<file path="src/sobel_edge_pixel_counter_defines.svh">
`ifndef SOBEL_EDGE_PIXEL_COUNTER_DEFINES_SVH
`define SOBEL_EDGE_PIXEL_COUNTER_DEFINES_SVH

// Same-cycle implication, reset-qualified.
`define SEPC_ASSERT_IMPL(name, clk, rstn, ante, cons, msg) \
    name: assert property (@(posedge clk) disable iff (!(rstn)) (ante) |-> (cons)) \
        else $error(msg);

// Next-cycle implication, reset-qualified.
`define SEPC_ASSERT_NEXT(name, clk, rstn, ante, cons, msg) \
    name: assert property (@(posedge clk) disable iff (!(rstn)) (ante) |=> (cons)) \
        else $error(msg);

`endif

</file>
<file path="src/sepc_pkg.sv">
package sepc_pkg;

    localparam int unsigned DIM_W       = 12;
    localparam int unsigned THR_W       = 11;
    localparam int unsigned CNT_W       = 22;
    localparam int unsigned LUMA_W      = 8;
    localparam int unsigned SUM_W       = 18;
    localparam int unsigned CFG_IDX_W   = 2;

    localparam int unsigned DEF_MAX_WIDTH  = 2048;
    localparam int unsigned DEF_MAX_HEIGHT = 2048;

    localparam logic [DIM_W-1:0] RST_WIDTH     = 12'd640;
    localparam logic [DIM_W-1:0] RST_HEIGHT    = 12'd480;
    localparam logic [THR_W-1:0] RST_THRESHOLD = 11'd30;

    // luma = (299R + 587G + 114B) / 1000 = ((sum >> 3) * 33555) >> 22
    localparam int unsigned LUMA_WR     = 299;
    localparam int unsigned LUMA_WG     = 587;
    localparam int unsigned LUMA_WB     = 114;
    localparam int unsigned LUMA_PRE    = 3;
    localparam int unsigned LUMA_RECIP  = 33555;
    localparam int unsigned RECIP_W     = 16;
    localparam int unsigned LUMA_SHIFT  = 22;

    typedef enum logic [CFG_IDX_W-1:0] {
        REG_IMAGE_WIDTH    = 2'd0,
        REG_IMAGE_HEIGHT   = 2'd1,
        REG_EDGE_THRESHOLD = 2'd2
    } cfg_reg_e;

    typedef struct packed {
        logic              valid;
        logic [LUMA_W-1:0] luma;
    } luma_beat_t;

    typedef struct packed {
        logic [DIM_W-1:0] width;
        logic [DIM_W-1:0] height;
        logic [THR_W-1:0] threshold;
    } frame_cfg_t;

endpackage

</file>
<file path="src/sepc_luma.sv">
module sepc_luma (
    input  logic                 aclk,
    input  logic                 aresetn,
    input  logic                 en,
    input  logic                 in_valid,
    input  logic [7:0]           red,
    input  logic [7:0]           green,
    input  logic [7:0]           blue,
    output sepc_pkg::luma_beat_t beat_o
);
    import sepc_pkg::*;

    localparam int unsigned Q_W    = SUM_W - LUMA_PRE;
    localparam int unsigned PROD_W = Q_W + RECIP_W;

    logic              v1_reg;
    logic [7:0]        r1_reg;
    logic [7:0]        g1_reg;
    logic [7:0]        b1_reg;
    logic              v2_reg;
    logic [SUM_W-1:0]  sum_reg;
    logic [SUM_W-1:0]  sum_next;
    logic              v3_reg;
    logic [LUMA_W-1:0] luma_reg;
    logic [LUMA_W-1:0] luma_next;
    logic [PROD_W-1:0] quot;

    assign sum_next = SUM_W'(r1_reg) * SUM_W'(LUMA_WR)
                    + SUM_W'(g1_reg) * SUM_W'(LUMA_WG)
                    + SUM_W'(b1_reg) * SUM_W'(LUMA_WB);

    assign quot      = PROD_W'(sum_reg[SUM_W-1:LUMA_PRE]) * PROD_W'(LUMA_RECIP);
    assign luma_next = quot[LUMA_SHIFT +: LUMA_W];

    always_ff @(posedge aclk) begin
        if (!aresetn) begin
            v1_reg <= 1'b0;
            v2_reg <= 1'b0;
            v3_reg <= 1'b0;
        end else if (en) begin
            v1_reg <= in_valid;
            v2_reg <= v1_reg;
            v3_reg <= v2_reg;
        end
    end

    always_ff @(posedge aclk) begin
        if (en) begin
            r1_reg   <= red;
            g1_reg   <= green;
            b1_reg   <= blue;
            sum_reg  <= sum_next;
            luma_reg <= luma_next;
        end
    end

    assign beat_o.valid = v3_reg;
    assign beat_o.luma  = luma_reg;

endmodule

</file>
<file path="config.mk">
export PLATFORM = sky130hd
export DESIGN_NAME = sepc_luma
export DESIGN_NICKNAME = d
export VERILOG_FILES = /design/src/sobel_edge_pixel_counter_defines.svh /design/src/sepc_pkg.sv /design/src/sepc_luma.sv
export SDC_FILE = /design/constraint.sdc
export NUM_CORES = 1
export LEC_CHECK = 0
export BUFFER_PORTS_ARGS = -buffer_cell sky130_fd_sc_hd__buf_2
export CAP_MARGIN = 20
export CORE_MARGIN = 2
export CORE_UTILIZATION = 45
export CTS_BUF_LIST = sky130_fd_sc_hd__clkbuf_4 sky130_fd_sc_hd__clkbuf_8 sky130_fd_sc_hd__clkbuf_16
export DETAILED_ROUTE_END_ITERATION = 10
export PLACE_DENSITY_LB_ADDON = 0.25
export SLEW_MARGIN = 20
export SYNTH_ARGS = -nofsm -noshare
export SYNTH_HDL_FRONTEND = slang
export SYNTH_SLANG_ARGS = --single-unit
</file>
<file path="constraint.sdc">
create_clock -name aclk -period 7.55 [get_ports aclk]
set_input_delay 1.51 -clock aclk [delete_from_list [all_inputs] [get_ports aclk]]
set_output_delay 1.51 -clock aclk [all_outputs]
set_load 0.005 [all_outputs]
</file>
# --- Yosys cells after proc, flatten, opt, wreduce, memory -nomap -nowiden ---
# Cells that the tools add are included.
totals:
  regBits: 53
  input_bits: 28
  output_inout_bits: 9
  elab_cells: 14
op_classes:
  addsub: 2
  n_mul: 4
ops:
  columns: ["op", "n"]
  rows:
  - ["$mul A15 B16 Y30 const B", 1]
  - ["$add A17 B18 Y18", 1]
  - ["$add A18 B15 Y18", 1]
  - ["$mul A8 B10 Y18 const B", 1]
  - ["$mul A8 B9 Y17 const B", 1]
  - ["$mul A8 B6 Y14 const B", 1]

# --- Longest topological paths before layout ---
# Gate-level depths: netlist of run 1.
depth:
  depth_word: 3
  ltp_mapped: 26
  ltp_nobuf: 26

# --- Least setup slack after synthesis of run 1 ---
# OpenSTA, ideal clock, no wires.
synth_timing:
  kind: "register to register"
  from: "register b1_reg[0]"
  to: "register sum_reg[17], data pin"
  setup_time_ns: 0.150
  arrival_ns: 5.820
  required_time_ns: 7.400
  setup_slack_ns: 1.580
  path_stages_with_launch: 24
  n_path_buf: 0
  period_less_slack_ns: 5.970
  cell_sequence: "edfxtp_1 > fa_1 > inv_1 > fa_1 > inv_1 > ha_1 > ha_1 > inv_1 > fa_1 > xnor2_1 > ha_1 > fa_1 > inv_1 > fa_1 > fa_1 > inv_1 > ha_1 > nand2_1 > a21oi_2 > a21oi_2 > o22ai_2 > nor2_2 > or4b_1 > o211ai_2"
synth_between:
  elab_chain_cells: 2
synth_rtl:
  columns: ["item", "line", "rtl"]
  rows:
  - ["from (decl)", "sepc_luma.sv:19", "logic [7:0] b1_reg;"]
  - ["from (signal assigned)", "sepc_luma.sv:51", "b1_reg <= blue;"]
  - ["$mul A8 B6 Y14", "sepc_luma.sv:30", "+ SUM_W'(b1_reg) * SUM_W'(LUMA_WB);"]
  - ["$add A18 B15 Y18", "sepc_luma.sv:30", null]
  - ["net sum_next[17]", "sepc_luma.sv:22", "logic [SUM_W-1:0] sum_next;"]
  - ["to (signal assigned)", "sepc_luma.sv:52", "sum_reg <= sum_next;"]
  - ["to (decl)", "sepc_luma.sv:21", "logic [SUM_W-1:0] sum_reg;"]
# The timed path passes the listed nets, and every way through them passes these cells.
# A chain may end at the register's enable or synchronous reset.

# --- Worst setup path in the final report of run 1 ---
# Ends and elaborated chain as after synthesis.

==> impl_metrics.tcl, run 1 <==
set metrics [dict create \
    clk_latency_ns 0.31 \
    gr-usage-all-layers_pct 16.6 \
    synth_top_area_share_pct 31.7 \
    detailed_place_hpwl_mm 13.3 \
    dieWidth_um 140 \
    maxSlewHeadroom_pct 53.8 \
    synth.yosys.seq_area_share_pct 17.6 \
    clock_tree.root_cell "sky130_fd_sc_hd__clkbuf_16" \
    grt_pass1_vias 5309 \
    antenna-diode-count 0 \
    tritoncts.num_buffers 5 \
    floorplan.initialDensity_pct 46.3 \
    antenna_violating_nets_remaining 0 \
    detailedRoute.firstPassIterationCount 4 \
    grt.met1_usage_pct 24.6 \
    worst_slew_pin_slew_ns 0.693 \
    critPathMaxStageDelay_ns 0.56 \
    min_delay_path_depth 2 \
    worstPathCellList "fa_1 > inv_1 > fa_1 > inv_1 > ha_1 > ha_1 > inv_1 > fa_1 > xnor2_1 > ha_1 > fa_1 > inv_1 > fa_1 > fa_1 > inv_1 > ha_1 > nand2_1 > a21oi_2 > a21oi_2 > o22ai_2 > nor2_2 > or4b_1 > o211ai_2" \
    via_per_inst 4.96 \
    globalRoute.totalOverflow 0 \
    cts_hold_repair.buffers 0 \
    synth.top_cells.by_area "sky130_fd_sc_hd__ha_1 32%, sky130_fd_sc_hd__fa_1 25%, sky130_fd_sc_hd__edfxtp_1 17%" \
    clock_skew_ns 0.00668 \
    grt_setup_unrepaired "no" \
    hold-path-endpoint "v2_reg" \
    timing.critical_path.to_type "register" \
    critical_path_required_time_ns 7.71 \
    clock_path_buffers 2 \
    timing.final.crit_period_ns 6.28 \
    floorplan.core_area_um2 18100 \
    timing.final.max_slew_violations 0 \
    critical_path_class "reg2reg" \
    hold_class "reg2reg" \
    gr-usage-met2_pct 26.5 \
    synth_top_area_cell "sky130_fd_sc_hd__ha_1" \
    yosys.cell_types.count 50 \
    boundaryPins 37 \
    dieArea_um2 19700 \
    crit-reg2reg-launch "b1_reg[0]" \
    finish.net_count 1181 \
    clkSinkCount 50 \
    met3_routing_resource_usage_after_global_routing_pct 1.88 \
    synthesis.area_per_instance_um2 10.6 \
    first_pass_grt_wire_length_mm 25.9 \
    chipHeight_um 140 \
    finalSetupViolations 0 \
    cts_htree_levels 2 \
    final_layout_size_suffix_gt1_share_pct 7.42 \
    timing.critical_path.arrival_ns 6.44 \
    final_routed_wire_length_divided_by_cell_count_um 14.5 \
    cts_repair_resize_count 0 \
    floorplan.rows 49 \
    stdcell_area_um2 9000 \
    initialDrtViolationCount 219 \
    finalHoldWorstSlack_ns 0.524 \
    ys_async_sr_fraction_pct 0 \
    report.final.hold_viol_count 0 \
    synth_fp_nets 1138 \
    drt_drc_violations_left 0 \
    status "completed" \
    setup.reg_to_reg.worst_slack_ns 1.27 \
    highest_clock_rate_mhz 159 \
    synth-edff-count 47 \
    cts.clk_slew.worst_paths_ns 0.07 \
    io_buffers 36 \
    syn-instance-count 792 \
    critical-path-slowest-cell "sky130_fd_sc_hd__fa_1" \
    postSynth.topFlopCell "sky130_fd_sc_hd__edfxtp_1" \
    summed_instance_area_of_the_synthesized_netlist_um2 8380 \
    layout-area-overhead-vs-synth_pct 7.36 \
    startpoint_of_the_tightest_hold_check_path "v2_reg" \
    max_cap_violations 0 \
    detailed_place.area_um2 8850 \
    startpoint_type "register" \
    total_wirelength_mm 15.4 \
    gp_congestion 0.818 \
    antenna_found_initial 0 \
    critical_path_peak_fanout 4 \
    largest_reg_flops 15 \
    timing.rr.end "sum_reg[17]" \
    cp_common_cell "sky130_fd_sc_hd__fa_1" \
    clock_tree_from_tritoncts "done" \
    ys_seq_elements 50 \
    cts_post_setup_buffers_inserted 0 \
    grt_max_degree 51 \
    most_used_routing_layer_in_global_routing "met2" \
    timing.final.crit_share_pct 83.2 \
    r2r.worst_path.cells 23 \
    vias_post_dr 5280 \
    synth_warnings 0 \
    setup-tns-final_ns 0 \
]
==> cell usage in the layout, fill, tap and decap left out, drive strengths merged, types with 3 or more instances in the layout <==
master / netlist / routed
nor2b: 6 / 6
buf: 1 / 37
nand2b: 3 / 3
dfxtp: 3 / 3
a211oi: 7 / 7
xor2: 12 / 12
a21oi: 30 / 30
o21ai: 15 / 15
inv: 230 / 232
clkbuf: 0 / 6
nor2: 17 / 17
nand4: 6 / 6
o21bai: 3 / 3
a21o: 11 / 11
ha: 212 / 212
o211ai: 7 / 7
xnor2: 16 / 16
nand2: 17 / 17
fa: 106 / 106
edfxtp: 47 / 47
mux2i: 3 / 3
nor3: 3 / 3
nand3: 9 / 9
a31oi: 3 / 3
==> cells in the mapped netlist, types with 2 or more instances <==
cell and n:
sky130_fd_sc_hd__ha_1 212, sky130_fd_sc_hd__nand4_1 4, sky130_fd_sc_hd__xnor2_1 16, sky130_fd_sc_hd__nand2b_1 3, sky130_fd_sc_hd__nor2_1 16, sky130_fd_sc_hd__nand3_1 9
sky130_fd_sc_hd__a31o_2 2, sky130_fd_sc_hd__o21a_1 2, sky130_fd_sc_hd__edfxtp_1 47, sky130_fd_sc_hd__o21ai_0 12, sky130_fd_sc_hd__a31oi_1 3, sky130_fd_sc_hd__inv_1 230
sky130_fd_sc_hd__a21oi_1 27, sky130_fd_sc_hd__o2111ai_1 2, sky130_fd_sc_hd__a211o_1 2, sky130_fd_sc_hd__a211oi_1 7, sky130_fd_sc_hd__o21bai_1 3, sky130_fd_sc_hd__xor2_1 12
sky130_fd_sc_hd__mux2i_1 3, sky130_fd_sc_hd__nand4_2 2, sky130_fd_sc_hd__nand2_1 16, sky130_fd_sc_hd__a21o_1 10, sky130_fd_sc_hd__nor3_1 3, sky130_fd_sc_hd__dfxtp_1 3
sky130_fd_sc_hd__o31ai_1 2, sky130_fd_sc_hd__nor2b_1 6, sky130_fd_sc_hd__o211ai_2 2, sky130_fd_sc_hd__o21ai_1 2, sky130_fd_sc_hd__a21oi_2 3, sky130_fd_sc_hd__or4b_1 2
sky130_fd_sc_hd__o211ai_1 5, sky130_fd_sc_hd__fa_1 106
==> worst max path at each step <==
| stage | end | start | cells past startpoint | slack (ns) |
|---|---|---|---|---|
| after floorplan | sum_reg[17] | b1_reg[0] | 23 | 1.58 |
| after global placement | sum_reg[17] | b1_reg[0] | 23 | 1.34 |
| after detailed placement | sum_reg[17] | b1_reg[0] | 23 | 1.27 |
| after CTS | sum_reg[17] | b1_reg[0] | 23 | 1.25 |
| after global routing | sum_reg[17] | b1_reg[0] | 23 | 0.99 |
| final | sum_reg[17] | b1_reg[0] | 23 | 1.27 |
==> per-stage QoR <==
step                instances  util [%]  worst slack [ns]
floorplan                 792         -              1.58
global placement         1057      48.9              1.34
detailed placement       1057      48.9              1.27
CTS                      1065      49.7              1.25
global route             1065      49.7             0.986
finish                   1065      49.7              1.27
==> layout make-up <==
class                   count  area, µm²
clock buffers               6        133
well taps                 229        287
fillers                  1677       9090
multi-input cells         511       6040
flip-flops and latches     50       1470
repair buffers             37        188
clock inverters             2       17.5
inverters                 230        863
==> kinds of logic (layout without fill, tap and decap cells) <==
family | Yosys count | in the layout | synth area share [%]
fa+ha+maj | 318 | 318 | 57.0
buf+inv | 231 | 275 | 10.4
compound gates | 90 | 90 | 7.17
simple gates | 72 | 72 | 4.61
flops | 50 | 50 | 17.6
xor+xnor | 28 | 28 | 2.93
mux | 3 | 3 | 0.358
==> worst max-delay path, delay by kind of cell (launching register included) <==
family          cells  cell delay, ns
fa+ha+maj          10            4.03
simple gates        3            0.68
compound gates      4            0.54
flops               1            0.47
buf+inv             5            0.24
xor+xnor            1            0.15
==> routing by layer <==
metal | vias up | part of all wire (%)
met5 | - | 0
met1 | 2559 | 50
li1 | 2656 | -
met4 | 0 | 0.85
met2 | 59 | 46
met3 | 6 | 2.5
Power of run 1 is not shown: default switching activity piles up to over one toggle a cycle in this logic, so the estimate is an artifact.
==> run 2: changes to the inputs <==
==> constraint.sdc (replaced) <==
create_clock -name aclk -period 5.05 [get_ports aclk]
set_input_delay 1.01 -clock aclk [delete_from_list [all_inputs] [get_ports aclk]]
set_output_delay 1.01 -clock aclk [all_outputs]
set_load 0.005 [all_outputs]
==> run 2 against run 1 <==
  * The run now ends with negative setup slack left
  * Utilization rose by 5.3 points
  * Flip-flop and latch count did not move
  * Design area rose by 11%
  * Clock-buffer cell count did not move
  * Die area did not move
  * Critical path type unchanged
==> impl_metrics.tcl, run 2 (same netlist as run 1, synthesis figures left out) <==
set metrics [dict create \
    gr-usage-all-layers_pct 17.7 \
    cts_hold_repair.buffers 0 \
    worst_slew_pin_slew_ns 0.728 \
    clock_path_buffers 2 \
    hold_class "reg2reg" \
    crit_path_start "b1_reg[0]" \
    via_per_inst 4.94 \
    gp_congestion 0.862 \
    layout.cells.most_common "sky130_fd_sc_hd__inv_1" \
    floorplan.initialDensity_pct 46.3 \
    drt_drc_violations_left 0 \
    gr-usage-met2_pct 28.9 \
    max_cap_violations 0 \
    most_used_routing_layer_in_global_routing "met2" \
    maxSlewHeadroom_pct 51.5 \
    timing.final.crit_share_pct 118 \
    met3_routing_resource_usage_after_global_routing_pct 1.98 \
    clock_tree_from_tritoncts "done" \
    r2r.worst_path.cells 23 \
    grt_setup_unrepaired "yes" \
    globalRoute.totalOverflow 0 \
    detailed_place_hpwl_mm 14.2 \
    floorplan.rows 49 \
    crit_path_setup_slack_layout_ns -0.901 \
    finalSetupViolations 10 \
    first_pass_grt_wire_length_mm 27.7 \
    antenna_violating_nets_remaining 0 \
    crit-reg2reg-launch "b1_reg[0]" \
    largest_reg_flops 15 \
    status "complete, but fails checks" \
    clkSinkCount 50 \
    critical_path_required_time_ns 5.20 \
    violations "negative setup slack" \
    min_delay_path_depth 2 \
    layout-area-overhead-vs-synth_pct 18.9 \
    critical_path_class "reg2reg" \
    startpoint_of_the_tightest_hold_check_path "v3_reg" \
    grt_pass1_vias 5851 \
    cts.clk_slew.worst_paths_ns 0.08 \
    grt.met1_usage_pct 25.5 \
    detailedRoute.firstPassIterationCount 4 \
    dieWidth_um 140 \
    finish.net_count 1258 \
    clock_skew_ns 0.00670 \
    final_routed_wire_length_divided_by_cell_count_um 14.5 \
    clock_tree.root_cell "sky130_fd_sc_hd__clkbuf_16" \
    final_layout_size_suffix_gt1_share_pct 21.1 \
    antenna-diode-count 0 \
    setup-tns-final_ns -6.29 \
    critical_path_peak_fanout 3 \
    timing.rr.end "sum_reg[17]" \
    report.final.hold_viol_count 0 \
    timing.critical_path.to_type "register" \
    antenna_found_initial 0 \
    timing.final.max_slew_violations 0 \
    hold-path-endpoint "v3_reg" \
    chipHeight_um 140 \
    floorplan.core_area_um2 18100 \
    cts_htree_levels 2 \
    mostFrequentLayoutCells "218 x sky130_fd_sc_hd__inv_1, 192 x sky130_fd_sc_hd__ha_1, 104 x sky130_fd_sc_hd__fa_1" \
    setup.reg_to_reg.worst_slack_ns -0.90 \
    highest_clock_rate_mhz 168 \
    timing.critical_path.arrival_ns 6.10 \
    initialDrtViolationCount 271 \
    tritoncts.num_buffers 5 \
    dieArea_um2 19700 \
    boundaryPins 37 \
    grt_max_degree 51 \
    startpoint_type "register" \
    io_buffers 36 \
    timing.final.crit_period_ns 5.95 \
    vias_post_dr 5643 \
    clk_latency_ns 0.30 \
    total_wirelength_mm 16.6 \
]
==> run 2: cell types whose count changed in the layout (fill, tap and decap cells not counted), moves of 3 or more <==
| cell | change |
|---|---|
| sky130_fd_sc_hd__a21oi_1 | -5 |
| sky130_fd_sc_hd__buf_6 | +4 |
| sky130_fd_sc_hd__ha_1 | -20 |
| sky130_fd_sc_hd__nor2_2 | +3 |
| sky130_fd_sc_hd__inv_1 | -12 |
| sky130_fd_sc_hd__nor2_1 | -3 |
| sky130_fd_sc_hd__ha_4 | +19 |
| sky130_fd_sc_hd__a21oi_2 | +5 |
| sky130_fd_sc_hd__inv_2 | +12 |
| sky130_fd_sc_hd__buf_4 | +73 |
==> run 2: per-stage QoR <==
stage | utilization (%) | setup WS, ns | cell area [µm²] | hold slack (ns) | instances
floorplan | - | -0.751 | 8430 | 0.482 | 792
global placement | 51.8 | -0.915 | 9370 | 0.499 | 1121
detailed placement | 51.8 | -0.959 | 9370 | 0.508 | 1121
CTS | 52.9 | -0.951 | 9570 | 0.527 | 1131
global route | 55.1 | -1.14 | 9960 | 0.535 | 1142
finish | 55.1 | -0.901 | 9960 | 0.517 | 1142
==> run 2: worst max-delay path, cell delays in order, from the launching register on <==
cell,delay (ns)
sky130_fd_sc_hd__edfxtp_1,0.42
sky130_fd_sc_hd__fa_1,0.56
sky130_fd_sc_hd__inv_1,0.05
sky130_fd_sc_hd__fa_1,0.47
sky130_fd_sc_hd__inv_1,0.04
sky130_fd_sc_hd__ha_1,0.26
sky130_fd_sc_hd__ha_2,0.18
sky130_fd_sc_hd__inv_2,0.04
sky130_fd_sc_hd__fa_2,0.36
sky130_fd_sc_hd__xnor2_2,0.14
sky130_fd_sc_hd__ha_1,0.31
sky130_fd_sc_hd__fa_1,0.57
sky130_fd_sc_hd__inv_2,0.04
sky130_fd_sc_hd__fa_2,0.41
sky130_fd_sc_hd__fa_1,0.51
sky130_fd_sc_hd__inv_2,0.05
sky130_fd_sc_hd__ha_4,0.27
sky130_fd_sc_hd__nand2_2,0.05
sky130_fd_sc_hd__a21oi_2,0.13
sky130_fd_sc_hd__a21oi_2,0.09
sky130_fd_sc_hd__o22ai_2,0.20
sky130_fd_sc_hd__nor2_2,0.06
sky130_fd_sc_hd__or4b_4,0.51
sky130_fd_sc_hd__o211ai_2,0.07
==> run 2: per-layer routing <==
| layer | share of wire (%) | up-vias | wire [µm] |
|---|---|---|---|
| li1 | - | 2807 | - |
| met1 | 48 | 2745 | 7900 |
| met2 | 47 | 79 | 7830 |
| met3 | 3.8 | 12 | 624 |
| met4 | 1.2 | 0 | 204 |
| met5 | 0 | - | 0 |
==> run 2: final cells by class <==
cell class | instances | area (µm²)
fillers | 1561 | 8130
multi-input cells | 511 | 6390
flip-flops and latches | 50 | 1470
inverters | 230 | 863
repair buffers | 114 | 781
well taps | 229 | 287
clock buffers | 6 | 133
clock inverters | 2 | 37.5
==> run 2: how the worst max path moves through the flow <==
stage	cells past startpoint	end	slack [ns]
detailed placement	23	sum_reg[17]	-0.96
global route	24	sum_reg[15]	-1.14
CTS	23	sum_reg[17]	-0.95
global placement	23	sum_reg[17]	-0.91
floorplan	23	sum_reg[17]	-0.75
finish	23	sum_reg[17]	-0.90
==> run 2: what timing repair did <==
item | 4_1_cts | 5_1_grt
pin swaps | 22 | 41
setup buffers | 2 | 11
setup endpoints to repair | 15 | 18
resized for setup | 2 | 48
Power of run 2 is left out for the same reason.
